## src/rtl/core/vfd_pkg.sv

```systemverilog
// Shared types, widths and helpers for the VADPCM frame decoder.
// No dependencies; used by vfd_mac and vadpcm_frame_decoder.
`timescale 1ns / 1ps

package vfd_pkg;

	typedef enum logic [1:0] {
		MODE_LOAD  = 2'd0,
		MODE_BYTE  = 2'd1,
		MODE_SET   = 2'd2,
		MODE_CLEAR = 2'd3
	} mode_t;

	localparam int SAMPLE_W = 16;
	localparam int RES_W    = 19;  // nibble << 15 at most
	localparam int PROD_W   = SAMPLE_W + RES_W;
	localparam int ACC_W    = 40;  // nine products of 2^33 fit
	localparam int SHIFT    = 11;

	typedef struct packed {
		logic valid;
		logic first;
		logic last;
	} mac_ctl_t;

	function automatic logic signed [RES_W-1:0] scale_res(input logic [3:0] nib,
		input logic [3:0] scale);
		logic signed [RES_W-1:0] ext;
		ext = {{(RES_W-4){nib[3]}}, nib};
		return ext <<< scale;
	endfunction

	function automatic logic signed [SAMPLE_W-1:0] sat16(input logic signed [ACC_W-1:0] v);
		logic signed [ACC_W-1:0] hi;
		logic signed [ACC_W-1:0] lo;
		hi = ACC_W'(32767);
		lo = -ACC_W'(32768);
		if (v > hi) begin
			return 16'sh7FFF;
		end else if (v < lo) begin
			return 16'sh8000;
		end
		return v[SAMPLE_W-1:0];
	endfunction

endpackage

```

## src/rtl/core/vfd_mac.sv

```systemverilog
// Codebook memory and shared multiply-accumulate unit.
// Depends on vfd_pkg.
`timescale 1ns / 1ps

module vfd_mac #(
	parameter int CODEBOOK_DEPTH = 256
) (
	input  logic                                 clk,
	input  logic                                 arst_n,
	input  logic                                 wr_en,
	input  logic [7:0]                           wr_idx,
	input  logic signed [vfd_pkg::SAMPLE_W-1:0]  wr_data,
	input  vfd_pkg::mac_ctl_t                    ctl,
	input  logic [7:0]                           rd_idx,
	input  logic signed [vfd_pkg::RES_W-1:0]     operand,
	output logic signed [vfd_pkg::ACC_W-1:0]     acc_q,
	output logic                                 done_q
);

	localparam int AW = (CODEBOOK_DEPTH > 1) ? $clog2(CODEBOOK_DEPTH) : 1;
	// one bit above the index so the depth itself is representable in the compare
	localparam int IW = ((AW > 8) ? AW : 8) + 1;

	logic signed [vfd_pkg::SAMPLE_W-1:0] mem [CODEBOOK_DEPTH];

	logic [IW-1:0] wr_ext;
	logic [IW-1:0] rd_ext;
	logic          wr_ok;
	logic          rd_ok;

	assign wr_ext = IW'(wr_idx);
	assign rd_ext = IW'(rd_idx);
	assign wr_ok  = wr_ext < IW'(CODEBOOK_DEPTH);
	assign rd_ok  = rd_ext < IW'(CODEBOOK_DEPTH);

	logic signed [vfd_pkg::SAMPLE_W-1:0] word_s1;
	logic signed [vfd_pkg::RES_W-1:0]    op_s1;
	logic                                ok_s1;
	vfd_pkg::mac_ctl_t                   ctl_s1;
	logic signed [vfd_pkg::PROD_W-1:0]   prod_s2;
	vfd_pkg::mac_ctl_t                   ctl_s2;

	logic signed [vfd_pkg::SAMPLE_W-1:0] word_eff;
	logic signed [vfd_pkg::PROD_W-1:0]   prod_c;

	// out-of-range codebook reads count as zero
	assign word_eff = ok_s1 ? word_s1 : '0;
	assign prod_c   = word_eff * op_s1;

	always_ff @(posedge clk) begin
		if (wr_en && wr_ok) begin
			mem[wr_ext[AW-1:0]] <= wr_data;
		end
		word_s1 <= mem[rd_ext[AW-1:0]];
	end

	always_ff @(posedge clk) begin
		op_s1   <= operand;
		ok_s1   <= rd_ok;
		prod_s2 <= prod_c;
		if (ctl_s2.valid) begin
			if (ctl_s2.first) begin
				acc_q <= vfd_pkg::ACC_W'(prod_s2);
			end else begin
				acc_q <= acc_q + vfd_pkg::ACC_W'(prod_s2);
			end
		end
	end

	always_ff @(posedge clk or negedge arst_n) begin
		if (!arst_n) begin
			ctl_s1 <= '0;
			ctl_s2 <= '0;
			done_q <= 1'b0;
		end else begin
			ctl_s1 <= ctl;
			ctl_s2 <= ctl_s1;
			done_q <= ctl_s2.valid & ctl_s2.last;
		end
	end

endmodule

```

## config.mk

```make
export PLATFORM = sky130hd
export DESIGN_NAME = vfd_mac
export DESIGN_NICKNAME = d
export VERILOG_FILES = /design/src/rtl/core/vfd_pkg.sv /design/src/rtl/core/vfd_mac.sv
export SDC_FILE = /design/constraint.sdc
export NUM_CORES = 2
export LEC_CHECK = 0
export BUFFER_PORTS_ARGS = -buffer_cell sky130_fd_sc_hd__buf_4
export CORE_UTILIZATION = 60
export DETAILED_ROUTE_END_ITERATION = 16
export PLACE_DENSITY = 0.76
export SYNTH_ARGS = -nofsm -noshare
export SYNTH_HDL_FRONTEND = slang
export SYNTH_SLANG_ARGS = --single-unit
```

## constraint.sdc

```tcl
create_clock -name clk -period 18.7 [get_ports clk]
set_clock_uncertainty 0.05 [all_clocks]
set_input_delay 3.74 -clock clk [delete_from_list [all_inputs] [get_ports clk]]
set_output_delay 3.74 -clock clk [all_outputs]
set_load 0.01 [all_outputs]
```

==> impl_summary.md <==
Layout
The total of fill cells in the finished design is 16850. Leaving out fill and tap cells, the most frequent cells in the layout are edfxtp_1 (4136), mux4_2 (1360), buf_4 (425). The post-layout net count is 8822. Leaving out fill and tap cells, the most frequent cell in the layout is edfxtp_1. The area added between synthesis and finish is 11.42%.

The fraction of layout cells with a size suffix above 1 is 0.2741. The finished cells cover 192600 µm².

Routing
The number of violations reported at the end of detailed-routing iteration 0 is 12340. The DRC violation count after routing is 0. Dividing the detail-routed wire length by the instance count gives 35.76 µm. Across all layers, the routed design uses 85170 vias. The final layout contains routed wiring with a total length of 444.9 mm. The count of TritonRoute iterations in the first routing pass is 6.

Once detail routing completed, the nets flagged for antenna violations numbered 0. After detailed routing, the number of vias per cell comes to 6.845.

Logic synthesis
The async set-reset flop share out of synthesis is 0.001662. Of the synthesized area, sequential elements account for 0.7277. Synthesis produced 7881 cells. The Yosys step of the flow raised 0 warnings. The distinct cell type count after synthesis is 60. The number of flops mapped to enable cells by yosys is 4136. The post-synthesis net count is 8370.

The synthesized netlist occupies a cell area of 172800 µm². The most common flop cell mapped by yosys is edfxtp_1. After synthesis the netlist holds a flip-flop and latch count of 4213. A synthesized cell averages 21.93 µm².

Setup path
The reg-to-reg setup timing slack is 11.77 ns. The reg-to-reg critical path endpoint is prod_s2[34]$_DFF_P_. The worst register-to-register path has a depth of 21. The required time at the endpoint of the critical path is 19.48 ns. The worst setup path is launched from an input pin. STA classifies the critical path endpoint as a flip-flop. The worst setup path is of the in -> reg kind. Along the worst path, the maximum fanout reaches 105.

Data on the critical path arrives at its endpoint at 9.21 ns. The reg-to-reg startpoint is op_s1[7]$_DFF_P_.

Die
The count of standard-cell rows is 196. The number of primary I/O pins is 98. For this configuration, the core starts out at a cell density of 0.6050. In this run the horizontal extent of the chip is 538.7 µm. The vertical die dimension is 538.7 µm. The area of the die is 290200 µm². The core box area is 285700 µm².

Global route
The via count of the first global-routing pass was 88330. Across every metal layer, demand over resource in global routing totals 0.3093. For met3 alone, demand over resource in global routing was 0.06292. The initial antenna violation count is 38. The met2 capacity usage during global routing is 0.4992. For this run the aggregate overflow at the end of global routing stands at 0. The first global-routing pass estimated 634.0 mm of wire. met2 is the most crowded layer.

Entering global routing, the biggest net connects 165 pins. For met1 alone, demand over resource in global routing was 0.4094.

Clock network
The clock sink total is 4213. The number of buffers inserted during clock tree synthesis is 408. Clock tree synthesis selected as its root buffer the cell clkbuf_16.

In this run the number of H-tree levels came out at 5. The clock tree from TritonCTS is done. In this run, post-CTS hold repair placed 0 buffers.

The clock-pin transition on the worst setup and hold timing paths is 0.06 ns. No sink is reached through more buffers than the 4 on the longest clock path. Clock latency on the worst-skew pair, taken at its later pin, is 0.98 ns. The number of gates resized after cts is 0. The number of buffers inserted by post-CTS setup repair is 0.

Timing
The number of hold-slack violations in the final timing report is 0. Measured against its own limit, the worst slew margin works out to 0.09401. Summed over all failing endpoints, the final setup total negative slack is 0 ns. The smallest clock period supported by the final layout is computed as 8.427 ns. Of the available clock period, the critical path in the final layout requires 0.4507. At the pin with the least slew margin, the transition time is 1.359 ns.

Setup repair after global routing left no endpoint under its margin. Setup violations remaining at the end of the flow were counted as 0. After layout, the worst setup slack is 10.27 ns. Based on the critical path, the design can be clocked at up to 118.7 MHz.

The final count of pins violating max slew is 0.

Place
The number of I/O port buffers is 97. The placed instances occupy a cell area of 179600 µm². Routability-driven placement finished with a final weighted congestion of 0.8625. The worst slack after detailed placement is 9.210 ns. The HPWL reported at the end of detailed placement is 243.7 mm.

Worst hold path
The worst min-delay path startpoint is ctl_s1[0]$_DFF_PN0_. The path class of the tightest hold or removal check is reg -> reg. The terminating pin of the worst hold path is ctl_s2[0]$_DFF_PN0_. Counting instances, the worst hold path has a depth of 0.

Status
The flow ran to the end, and the final reports show no timing, DRC or antenna violations.

Pwr
For this design the static power due to leakage is 62.60 nW. The worst-case IR drop observed on VDD is 0.0005049 V. In this run the power density over the cells is 152.2 nW/µm².

Flow run
Max-cap violations in this run came to 0.
## routing by layer
| layer | part of all wire | up-vias | wire [µm] |
|---|---|---|---|
| met4 | 0.055 | 32 | 24560 |
| met1 | 0.34 | 44780 | 150000 |
| met2 | 0.49 | 6132 | 216800 |
| met5 | 0.00048 | - | 212 |
| li1 | - | 33100 | - |
| met3 | 0.12 | 1132 | 53360 |
## flip-flops by register name, indices dropped and copies added (netlist names)
name / cells
mem: 4096
op_s1: 19
ctl_s2: 3
done_q: 1
acc_q: 40
ctl_s1: 3
prod_s2: 35
word_s1: 16
## synth_stat cells, types with 3 or more instances
library cell	n	area [µm²]
a221oi_1	3	26.28
dfxtp_1	70	1401
nand2b_1	11	68.82
a21o_1	37	277.8
edfxtp_1	4136	124200
fa_1	305	6106
o21a_1	8	60.06
nor3_1	10	50.05
o221ai_1	3	26.28
dfrtp_1	7	175.2
ha_1	127	1589
o211ai_1	7	52.55
nor2b_1	18	112.6
inv_1	346	1299
and2_1	149	932.1
buf_1	81	304.0
mux4_2	1360	30630
nand2_1	228	855.8
nand3_1	44	220.2
and3_1	10	62.56
a211oi_1	9	67.56
a221o_1	4	40.04
o21bai_1	9	67.56
clkbuf_1	277	1040
xnor2_1	54	473.0
buf_2	51	255.2
nor2_1	309	1160
o31ai_1	5	37.54
nand4_1	15	93.84
o21ai_0	63	315.3
a31oi_1	4	25.02
a211o_1	4	35.03
xor2_1	16	140.1
a21oi_1	60	300.3
or3_1	5	31.28
## cell type report
| type | instances | area, µm² | share of cell area |
|---|---|---|---|
| Timing Repair Buffer | 453 | 3643 | 0.01892 |
| Tap cell | 3762 | 4707 | 0.02444 |
| Antenna cell | 20 | 50.05 | 0.0002599 |
| Inverter | 346 | 1299 | 0.006744 |
| Multi-Input combinational cell | 2911 | 44200 | 0.2295 |
| Sequential cell | 4213 | 125800 | 0.6531 |
| Clock inverter | 226 | 2242 | 0.01164 |
| Clock buffer | 511 | 10670 | 0.05539 |
## metrics by stage
stage / power, mW / cells / hold WS (ns) / util
after floorplan: 18.83 / 7881 / 0.2812 / -
after global placement: 21.14 / 11690 / 0.2918 / 0.6287
after detailed placement: 21.39 / 11690 / 0.2877 / 0.6287
after CTS: 29.37 / 12420 / 0.3069 / 0.6739
after global routing: 31.00 / 12430 / 0.3186 / 0.6740
final: 29.30 / 12440 / 0.3053 / 0.6741
## critical path, stage by stage
cell and delay (ns):
buf_16 0.50, buf_4 0.77, buf_4 0.81, buf_12 0.70
mux4_2 0.60, mux4_2 0.62, mux4_2 0.61, mux4_2 0.50
## cell families (layout without fill, tap and decap cells)
family | count (synthesis) | after routing | synth area share
flops | 4213 | 4213 | 0.7277
mux | 1363 | 1363 | 0.1774
simple gates | 811 | 811 | 0.02131
buf+inv | 757 | 1536 | 0.01687
fa+ha+maj | 432 | 432 | 0.04452
compound gates | 235 | 235 | 0.008679
xor+xnor | 70 | 70 | 0.003547
other cells | 0 | 20 | 0
## where the power goes
group          leakage [nW]  internal, mW  switching (mW)
Clock                  6.25          4.49            3.56
Sequential             37.9          10.7          0.0976
Combinational          18.5          4.53            5.94
## worst max path at each step
stage / startpoint / endpoint / slack, ns
4_1_cts: rd_idx[0] / word_s1[3]$_DFF_P_ / 10.19
6_report: rd_idx[0] / word_s1[3]$_DFF_P_ / 10.27
5_1_grt: rd_idx[0] / word_s1[3]$_DFF_P_ / 9.86
3_5_place_dp: rd_idx[0] / word_s1[9]$_DFF_P_ / 9.21
3_3_place_gp: rd_idx[0] / word_s1[6]$_DFF_P_ / 9.22
2_1_floorplan: rd_idx[0] / word_s1[0]$_DFF_P_ / 11.94
Power figures use the tool's default switching activity.
